--- config.mk ---
export PLATFORM = sky130hd
export DESIGN_NAME = savitzky_golay_smoothing
export DESIGN_NICKNAME = d
export VERILOG_FILES = /design/src/sgs_pkg.sv /design/src/savitzky_golay_smoothing.sv /design/src/sgs_cell.sv /design/src/sgs_div21.sv
export VERILOG_INCLUDE_DIRS = /design/src /design/src/src
export SDC_FILE = /design/constraint.sdc
export NUM_CORES = 2
export LEC_CHECK = 0
export ABC_AREA = 1
export BUFFER_PORTS_ARGS = -buffer_cell sky130_fd_sc_hd__buf_2
export CAP_MARGIN = 20
export CELL_PAD_IN_SITES_DETAIL_PLACEMENT = 2
export CELL_PAD_IN_SITES_GLOBAL_PLACEMENT = 2
export CORE_ASPECT_RATIO = 0.9
export CORE_UTILIZATION = 30
export DETAILED_ROUTE_END_ITERATION = 8
export PLACE_DENSITY = 0.64
export SLEW_MARGIN = 5
export SYNTH_ARGS = -nofsm -noshare
export SYNTH_HDL_FRONTEND = slang
export SYNTH_SLANG_ARGS = --single-unit
--- constraint.sdc ---
create_clock -name clock -period 19.4 [get_ports clock]
set_clock_uncertainty 0.2 [all_clocks]
set_input_delay 0.97 -clock clock [delete_from_list [all_inputs] [get_ports clock]]
set_output_delay 0.97 -clock clock [all_outputs]
set_load 0.05 [all_outputs]
--- src/savitzky_golay_smoothing_macros.svh ---
// Assertion macros for the Savitzky-Golay smoother.
// Used by the top level only; no other dependencies.
`ifndef SAVITZKY_GOLAY_SMOOTHING_MACROS_SVH
`define SAVITZKY_GOLAY_SMOOTHING_MACROS_SVH

// Same-cycle implication, masked during reset.
`define SGS_ASSERT_HOLDS(lbl, clk, rst, ante, cons, msg) \
   lbl: assert property (@(posedge clk) disable iff (rst) (ante) |-> (cons)) \
      else $error(msg);

// Next-cycle implication, masked during reset.
`define SGS_ASSERT_NEXT(lbl, clk, rst, ante, cons, msg) \
   lbl: assert property (@(posedge clk) disable iff (rst) (ante) |=> (cons)) \
      else $error(msg);

`endif

--- src/sgs_pkg.sv ---
// Shared types, widths and tap constants for the Savitzky-Golay smoother.
// No dependencies; imported by every module of the block.
`timescale 1ns / 1ps

package sgs_pkg;

   localparam int SAMPLE_BITS = 24;
   localparam int TAP_COUNT   = 7;
   localparam int TAP_BITS    = 4;
   // |tap * sample| < 2^(SAMPLE_BITS+2)
   localparam int TERM_BITS   = SAMPLE_BITS + 3;
   // |sum of taps| <= 29 * 2^(SAMPLE_BITS-1)
   localparam int ACC_BITS    = SAMPLE_BITS + 5;
   localparam int MAG_BITS    = SAMPLE_BITS + 4;
   // 3 * magnitude, divided by 63 (= 2^6 - 1)
   localparam int TRIPLE_BITS = SAMPLE_BITS + 6;
   localparam int FOLD_SHIFT  = 6;
   localparam int FOLD_BASE   = 63;
   localparam int FOLD_TERMS  = (TRIPLE_BITS + FOLD_SHIFT - 1) / FOLD_SHIFT;
   localparam int REM_BITS    = $clog2(FOLD_BASE * (FOLD_TERMS + 1));
   localparam int CORR_BITS   = $clog2(FOLD_TERMS + 1);
   localparam int QUOT_BITS   = SAMPLE_BITS;

   localparam int POS_BITS    = 3;
   localparam logic [POS_BITS-1:0] POS_MAX  = 3'd7;
   localparam logic [POS_BITS-1:0] EMIT_POS = 3'd3;

   localparam int FLUSH_BITS  = 2;
   localparam logic [FLUSH_BITS-1:0] FLUSH_SHIFTS = 2'd3;
   localparam logic [FLUSH_BITS-1:0] FLUSH_LAST   = 2'd1;

   typedef logic signed [TAP_BITS-1:0]    tap_type;
   typedef logic signed [SAMPLE_BITS-1:0] sample_type;
   typedef logic signed [TERM_BITS-1:0]   term_type;
   typedef logic signed [ACC_BITS-1:0]    acc_type;

   localparam tap_type SG_TAPS [TAP_COUNT] =
      '{-4'sd2, 4'sd3, 4'sd6, 4'sd7, 4'sd6, 4'sd3, -4'sd2};

   localparam sample_type SAMPLE_MAX = {1'b0, {(SAMPLE_BITS-1){1'b1}}};
   localparam sample_type SAMPLE_MIN = {1'b1, {(SAMPLE_BITS-1){1'b0}}};

   typedef struct packed {
      sample_type sample;
      logic       frame_end;
   } sgs_req_type;

   typedef struct packed {
      sample_type smoothed;
      logic       frame_last;
   } sgs_rsp_type;

   // Per-stage beat tag
   typedef struct packed {
      logic valid;
      logic last;
   } sgs_tag_type;

endpackage

--- src/savitzky_golay_smoothing.sv ---
// Seven-point quadratic Savitzky-Golay smoother, frame based, valid/ready on both sides.
// Channels: req_ beats carry one signed sample and a frame-end flag; rsp_ beats carry one
//   smoothed sample and a flag on the last output of the frame.
// Output k of a frame leaves once sample k+3 has been taken; the frame-end beat then
//   flushes the remaining outputs (up to four in all) by shifting zeros into the window.
// Throughput: one beat per cycle in each direction while the pipe is not held. After a
//   frame-end beat, req_ready drops while the flush zeros pass through the cell row.
// Path: a result reaches rsp_valid through the cell row, tap adder, four divide-by-21
//   stages and the output register.
// Stall: the output register plus a one-entry skid buffer part the two sides; when the
//   skid fills, the whole pipe holds and req_ready drops until the receiver takes a beat.
// Reset: synchronous, active high; clears frame position, flush count and all valid
//   flags. The window needs no reset: the first sample of a frame zeroes older cells.
// Depends on sgs_pkg, sgs_cell, sgs_div21 and the assertion macro header.
`timescale 1ns / 1ps
`include "savitzky_golay_smoothing_macros.svh"

module savitzky_golay_smoothing
   import sgs_pkg::*;
(
   input  logic        clock,
   input  logic        reset,
   input  logic        req_valid,
   output logic        req_ready,
   input  sgs_req_type req_data,
   output logic        rsp_valid,
   input  logic        rsp_ready,
   output sgs_rsp_type rsp_data
);

   // pipe control
   logic                  advance;
   logic                  flushing;
   logic                  flush_final;
   logic                  req_fire;
   logic                  shift;
   logic [POS_BITS-1:0]   pos_ff, pos_in;
   logic [FLUSH_BITS-1:0] flush_cnt_ff, flush_cnt_in;

   // cell row (stage A)
   sample_type            head_sample;
   logic                  first_of_frame;
   sample_type            sample_w [TAP_COUNT];
   term_type              term_w   [TAP_COUNT];
   sgs_tag_type           tag_a_ff, tag_a_in;

   // tap adder (stage B)
   acc_type               acc_ff, acc_in;
   sgs_tag_type           tag_b_ff;

   // divider output
   sgs_tag_type           tag_div;
   sample_type            div_result;

   // output register and skid
   sgs_rsp_type           main_ff, main_in, skid_ff, skid_in, beat_in;
   logic                  main_valid_ff, main_valid_in;
   logic                  skid_valid_ff, skid_valid_in;
   logic                  beat_valid;
   logic                  pop;

   // ---------------------------------------------------------------- control
   assign advance     = !skid_valid_ff;
   assign flushing    = (flush_cnt_ff != '0);
   assign flush_final = flushing && (flush_cnt_ff == FLUSH_LAST);
   assign req_ready   = advance && !flushing;
   assign req_fire    = req_valid && req_ready;
   assign shift       = req_fire || (advance && flushing);

   always_comb begin
      pos_in = pos_ff;
      if (shift) begin
         if (flush_final) begin
            pos_in = '0;
         end else if (pos_ff != POS_MAX) begin
            pos_in = pos_ff + 1'b1;
         end
      end
   end

   always_comb begin
      flush_cnt_in = flush_cnt_ff;
      if (req_fire && req_data.frame_end) begin
         flush_cnt_in = FLUSH_SHIFTS;
      end else if (flushing && advance) begin
         flush_cnt_in = flush_cnt_ff - 1'b1;
      end
   end

   // every shift with three or more samples behind it yields the centre cell's output
   always_comb begin
      tag_a_in = tag_a_ff;
      if (advance) begin
         tag_a_in.valid = shift && (pos_ff >= EMIT_POS);
         tag_a_in.last  = shift && flush_final;
      end
   end

   always_ff @(posedge clock) begin
      if (reset) begin
         pos_ff       <= '0;
         flush_cnt_ff <= '0;
         tag_a_ff     <= '0;
         tag_b_ff     <= '0;
      end else begin
         pos_ff       <= pos_in;
         flush_cnt_ff <= flush_cnt_in;
         tag_a_ff     <= tag_a_in;
         if (advance) begin
            tag_b_ff <= tag_a_ff;
         end
      end
   end

   // ---------------------------------------------------------------- cell row
   assign head_sample    = flushing ? '0 : req_data.sample;
   assign first_of_frame = (pos_ff == '0);

   for (genvar i = 0; i < TAP_COUNT; i++) begin : g_cell
      if (i == 0) begin : g_head
         sgs_cell u_cell (
            .clock       (clock),
            .shift       (shift),
            .clear       (1'b0),
            .tap         (SG_TAPS[i]),
            .sample_prev (head_sample),
            .sample_out  (sample_w[i]),
            .term_out    (term_w[i])
         );
      end else begin : g_body
         sgs_cell u_cell (
            .clock       (clock),
            .shift       (shift),
            .clear       (first_of_frame),
            .tap         (SG_TAPS[i]),
            .sample_prev (sample_w[i-1]),
            .sample_out  (sample_w[i]),
            .term_out    (term_w[i])
         );
      end
   end

   // ---------------------------------------------------------------- tap adder
   always_comb begin
      acc_in = '0;
      for (int i = 0; i < TAP_COUNT; i++) begin
         acc_in = acc_in + ACC_BITS'(term_w[i]);
      end
   end

   always_ff @(posedge clock) begin
      if (advance) begin
         acc_ff <= acc_in;
      end
   end

   // ---------------------------------------------------------------- divide, saturate
   sgs_div21 u_div21 (
      .clock   (clock),
      .reset   (reset),
      .advance (advance),
      .tag_in  (tag_b_ff),
      .acc_in  (acc_ff),
      .tag_out (tag_div),
      .result  (div_result)
   );

   // ---------------------------------------------------------------- output + skid
   assign beat_valid         = advance && tag_div.valid;
   assign beat_in.smoothed   = div_result;
   assign beat_in.frame_last = tag_div.last;
   assign pop                = main_valid_ff && rsp_ready;

   always_comb begin
      main_in       = main_ff;
      main_valid_in = main_valid_ff;
      skid_in       = skid_ff;
      skid_valid_in = skid_valid_ff;
      priority if (skid_valid_ff) begin
         if (pop) begin
            main_in       = skid_ff;
            skid_valid_in = 1'b0;
         end
      end else if (beat_valid) begin
         if (!main_valid_ff || pop) begin
            main_in       = beat_in;
            main_valid_in = 1'b1;
         end else begin
            skid_in       = beat_in;
            skid_valid_in = 1'b1;
         end
      end else if (pop) begin
         main_valid_in = 1'b0;
      end else begin
         // nothing arrives, nothing leaves
         main_valid_in = main_valid_ff;
      end
   end

   always_ff @(posedge clock) begin
      if (reset) begin
         main_valid_ff <= 1'b0;
         skid_valid_ff <= 1'b0;
      end else begin
         main_valid_ff <= main_valid_in;
         skid_valid_ff <= skid_valid_in;
      end
   end

   always_ff @(posedge clock) begin
      main_ff <= main_in;
      skid_ff <= skid_in;
   end

   assign rsp_valid = main_valid_ff;
   assign rsp_data  = main_ff;

   // ---------------------------------------------------------------- assertions
   `SGS_ASSERT_HOLDS(a_skid_behind_main, clock, reset, skid_valid_ff, main_valid_ff,
      "skid holds a beat while the output register is empty")
   `SGS_ASSERT_HOLDS(a_last_is_emitted, clock, reset, tag_a_ff.last, tag_a_ff.valid,
      "final flush shift produced no output")
   `SGS_ASSERT_HOLDS(a_no_flush_at_start, clock, reset, pos_ff == '0, flush_cnt_ff == '0,
      "flush running with an empty frame")
   `SGS_ASSERT_NEXT(a_frame_end_blocks, clock, reset, req_fire && req_data.frame_end,
      !req_ready, "input taken straight after a frame end")

endmodule

--- src/sgs_cell.sv ---
// One window cell: holds a sample and its tap-weighted copy, shifts to the next cell.
// Depends on sgs_pkg.
`timescale 1ns / 1ps

module sgs_cell
   import sgs_pkg::*;
(
   input  logic       clock,
   input  logic       shift,
   input  logic       clear,
   input  tap_type    tap,
   input  sample_type sample_prev,
   output sample_type sample_out,
   output term_type   term_out
);

   sample_type sample_ff, sample_in;
   term_type   term_ff, term_in;

   always_comb begin
      sample_in = clear ? '0 : sample_prev;
      term_in   = TERM_BITS'(tap) * TERM_BITS'(sample_in);
   end

   always_ff @(posedge clock) begin
      if (shift) begin
         sample_ff <= sample_in;
         term_ff   <= term_in;
      end
   end

   assign sample_out = sample_ff;
   assign term_out   = term_ff;

endmodule

--- src/sgs_div21.sv ---
// Pipelined signed divide by 21 (truncating) with saturation to sample width.
// x/21 = 3x/63; 3x/63 folded by 6-bit shifts then corrected. Depends on sgs_pkg.
`timescale 1ns / 1ps

module sgs_div21
   import sgs_pkg::*;
(
   input  logic        clock,
   input  logic        reset,
   input  logic        advance,
   input  sgs_tag_type tag_in,
   input  acc_type     acc_in,
   output sgs_tag_type tag_out,
   output sample_type  result
);

   // stage C: magnitude times three
   sgs_tag_type                  tag_c_ff;
   logic                         neg_c_ff;
   logic [TRIPLE_BITS-1:0]       triple_c_ff, triple_in;
   logic [MAG_BITS-1:0]          mag;
   // stage D: folded quotient estimate
   sgs_tag_type                  tag_d_ff;
   logic                         neg_d_ff;
   logic [REM_BITS-1:0]          triple_d_ff;
   logic [QUOT_BITS-1:0]         fold_d_ff, fold_in;
   // stage E: remainder of estimate
   sgs_tag_type                  tag_e_ff;
   logic                         neg_e_ff;
   logic [REM_BITS-1:0]          rem_e_ff, rem_in;
   logic [QUOT_BITS-1:0]         fold_e_ff;
   // stage F: corrected quotient
   sgs_tag_type                  tag_f_ff;
   logic                         neg_f_ff;
   logic [QUOT_BITS-1:0]         quot_f_ff, quot_in;
   logic [CORR_BITS-1:0]         corr_in;

   always_comb begin
      mag       = acc_in[ACC_BITS-1] ? MAG_BITS'(-acc_in) : MAG_BITS'(acc_in);
      triple_in = TRIPLE_BITS'(mag) + (TRIPLE_BITS'(mag) << 1);
   end

   // sum of t >> 6k underestimates t/63 by less than FOLD_TERMS
   always_comb begin
      fold_in = '0;
      for (int k = 1; k <= FOLD_TERMS; k++) begin
         fold_in = fold_in + QUOT_BITS'(triple_c_ff >> (FOLD_SHIFT * k));
      end
   end

   // true remainder is small, so low bits are enough
   assign rem_in = triple_d_ff - REM_BITS'({fold_d_ff, {FOLD_SHIFT{1'b0}}})
                   + REM_BITS'(fold_d_ff);

   always_comb begin
      corr_in = '0;
      for (int j = 1; j <= FOLD_TERMS; j++) begin
         if (rem_e_ff >= REM_BITS'(FOLD_BASE * j)) begin
            corr_in = corr_in + 1'b1;
         end
      end
      quot_in = fold_e_ff + QUOT_BITS'(corr_in);
   end

   always_ff @(posedge clock) begin
      if (reset) begin
         tag_c_ff <= '0;
         tag_d_ff <= '0;
         tag_e_ff <= '0;
         tag_f_ff <= '0;
      end else if (advance) begin
         tag_c_ff <= tag_in;
         tag_d_ff <= tag_c_ff;
         tag_e_ff <= tag_d_ff;
         tag_f_ff <= tag_e_ff;
      end
   end

   always_ff @(posedge clock) begin
      if (advance) begin
         neg_c_ff    <= acc_in[ACC_BITS-1];
         triple_c_ff <= triple_in;
         neg_d_ff    <= neg_c_ff;
         triple_d_ff <= REM_BITS'(triple_c_ff);
         fold_d_ff   <= fold_in;
         neg_e_ff    <= neg_d_ff;
         rem_e_ff    <= rem_in;
         fold_e_ff   <= fold_d_ff;
         neg_f_ff    <= neg_e_ff;
         quot_f_ff   <= quot_in;
      end
   end

   // saturate: a quotient of 2^(N-1) or more gives the limit of its sign
   always_comb begin
      if (quot_f_ff[QUOT_BITS-1]) begin
         result = neg_f_ff ? SAMPLE_MIN : SAMPLE_MAX;
      end else if (neg_f_ff) begin
         result = -$signed(quot_f_ff);
      end else begin
         result = $signed(quot_f_ff);
      end
   end

   assign tag_out = tag_f_ff;

endmodule

==> qor.txt <==
Required @ worst endpoint -> 19.49 ns
first-pass GRT wire length -> 200 mm
Area after DPL -> 42400 um^2
die area -> 135000 um^2
ant diodes -> 0
Total Nets Final -> 5199
max_slew headroom -> 30.8%
dominant cells by area after synthesis -> edfxtp_1, ha_1, fa_1
DRT iter0 DRCs -> 1396
Mapped Cells -> 4532
Total GRT Usage -> 19.3%
IO Count -> 56
CTS clk-pin slew, worst paths -> 0.05 ns
final instance area -> 44800 um^2
post-route ant nets -> 0
CTS Sinks -> 545
die height -> 349 um
post-DR vias/cell -> 4.74
netlist area before placement -> 40100 um^2
RSZ-0062 raised after global routing -> false
fillers -> 14800
most frequent cells in the layout -> nand2_1, inv_1, edfxtp_1, nor2_1, ha_1
total grt overflow -> 0
Yosys Warn Count -> 0
Seq cells post-synth -> 545
CTS root buffer -> clkbuf_16
Critical Path End Type -> flip-flop
number of remaining DRC errors -> 0
most common cell after layout, fill and taps aside -> nand2_1
Slew Viols, Final -> 0
share of post-route cells with drive strength above 1 -> 5.10%
number of global-route vias before repair -> 33200
Cell Rows -> 126
M1 WL -> 60.2 mm
WL/cell -> 20.2 um
Top Layer Used -> met4
H-Tree Depth -> 3
async set or reset register ratio after synthesis -> 0%
area of the multi-input gates -> 20400 um^2
final hold vios -> 0
largest net degree at the start of global routing -> 107
Top FF cell, synth -> edfxtp_1
CTS resizes -> 0
Final Cycle Share -> 32.3%
worst-path fanout max -> 106
setup bufs post-CTS -> 0
status -> finished, final reports clean
Post-synth EDFFs -> 526
via count -> 30400
Bufs on Longest Clock Path -> 3
Syn-to-layout area delta -> 11.7%
Synth cell types -> 54
worst-margin pin slew -> 1.04 ns
CTS buffer count -> 71
Post-CTS Hold Fix Bufs -> 0
Initial Utilization -> 30.4%
Detailed Place HPWL -> 107 mm
number of I/O port buffers -> 55
Max-Cap Viols -> 0
Post-Syn Nets -> 5095
post-synth top area cell -> edfxtp_1
first drt pass iteration count -> 5
crit start category -> flip-flop
GPL Wtd Cong -> 0.875
CP arrival -> 6.36 ns
Die Width -> 387 um
Avg Inst Size Synth -> 8.84 um^2
Yosys top cell area share -> 39.4%
Clk Latency, worst-skew pair -> 0.67 ns
WL final -> 130 mm
Final setup violation count -> 0
CP Class -> flip-flop to flip-flop
Setup TNS -> 0 ns
register area -> 16200 um^2
WL met3 -> 3.04 mm
CTS tree -> built
initial antenna violation count -> 1
total core area -> 132000 um^2
fin crit period -> 6.27 ns
Achievable Freq -> 0.160 GHz
Seq/Total Area, Yosys -> 40.4%
metal2 WL -> 64.3 mm
Hold Path Class -> flip-flop to flip-flop
worst paths after layout:
| path | start | end | slack [ns] | cells after the start |
|---|---|---|---|---|
| hold / removal | u_div21.neg_e_ff | u_div21.neg_f_ff | 0.22 | 0 |
| hold reg to reg | u_div21.neg_e_ff | u_div21.neg_f_ff | 0.22 | 0 |
| setup / recovery | skid_valid_ff | g_cell[5].g_body.u_cell.sample_out[11] | 13.13 | 7 |
| setup reg to reg | skid_valid_ff | g_cell[5].g_body.u_cell.sample_out[11] | 13.13 | 7 |
layer usage:
metal,track usage [%],vias up
met1,25.3,15100
met2,34.4,302
met4,4.15,0
met3,1.98,101
li1,-,14900
met5,0,-
stage by stage:
| step | cells | utilization, % | hold slack [ns] | setup WS [ns] |
|---|---|---|---|---|
| 3_3_place_gp | 6291 | 32.2 | 0.201 | 13.17 |
| 2_1_floorplan | 4532 | - | 0.200 | 9.23 |
| 3_5_place_dp | 6291 | 32.2 | 0.206 | 12.98 |
| 4_1_cts | 6418 | 34.0 | 0.211 | 12.97 |
| 5_1_grt | 6418 | 34.0 | 0.210 | 12.62 |
| 6_report | 6418 | 34.0 | 0.218 | 13.13 |
kinds of logic (layout without fill, tap and decap cells):
kind of cell	count (synthesis)	count (layout)	synth area share, %
DFF	545	545	40.4
and+or+nand+nor	1806	1806	19.1
buffers and inverters	930	1088	8.85
adders and majority gates	534	534	20.0
AOI/OAI and AO/OA	479	479	6.43
xor gates and xnor gates	238	238	5.20
area by class of cell:
cell class / instances / area share [%]
clock buffer: 83 / 4.09
clock inverter: 44 / 1.09
inverter: 892 / 7.50
multi-input combinational: 3057 / 45.5
sequential: 545 / 36.1
tap: 1728 / 4.83
timing repair buffer: 69 / 0.850
Yosys cell counts, types with 7 or more instances:
master,n
edfxtp_1,526
nor2_1,418
nand3b_1,11
dfxtp_1,19
or2_2,13
nor4_1,8
buf_2,7
nand2_2,16
and2_1,12
nand4_1,73
a21o_1,13
inv_1,886
a31oi_1,8
xor2_1,184
o21bai_1,25
a21oi_1,249
xnor2_1,54
nand3_1,220
fa_1,180
clkbuf_1,20
o21ai_0,154
ha_1,354
nor3_1,52
nand2_1,953
sequential cells by signal, summed over array words and instances (netlist names), 3 cells and up:
name                             flops
g_cell.g_head.u_cell.sample_out     24
u_div21.fold_e_ff                   24
g_cell.g_body.u_cell.sample_out    117
rsp_data                            25
u_div21.fold_d_ff                   24
u_div21.triple_d_ff                  9
u_div21.quot_f_ff                   24
g_cell.g_body.u_cell.term_out      157
pos_ff                               3
skid_ff                             25
u_div21.rem_e_ff                     9
acc_ff                              29
u_div21.triple_c_ff                 30
g_cell.g_head.u_cell.term_out       25
critical path: stages, from the launching register on:
cell     delay (ns)
dfxtp_1        0.35
inv_6          0.66
o21a_4         0.55
buf_4          0.67
buf_4          0.69
buf_4          0.83
buf_4          0.81
buf_4          0.84
Power is not shown: default switching activity piles up to over one toggle a cycle in this logic, so the estimate is an artifact.
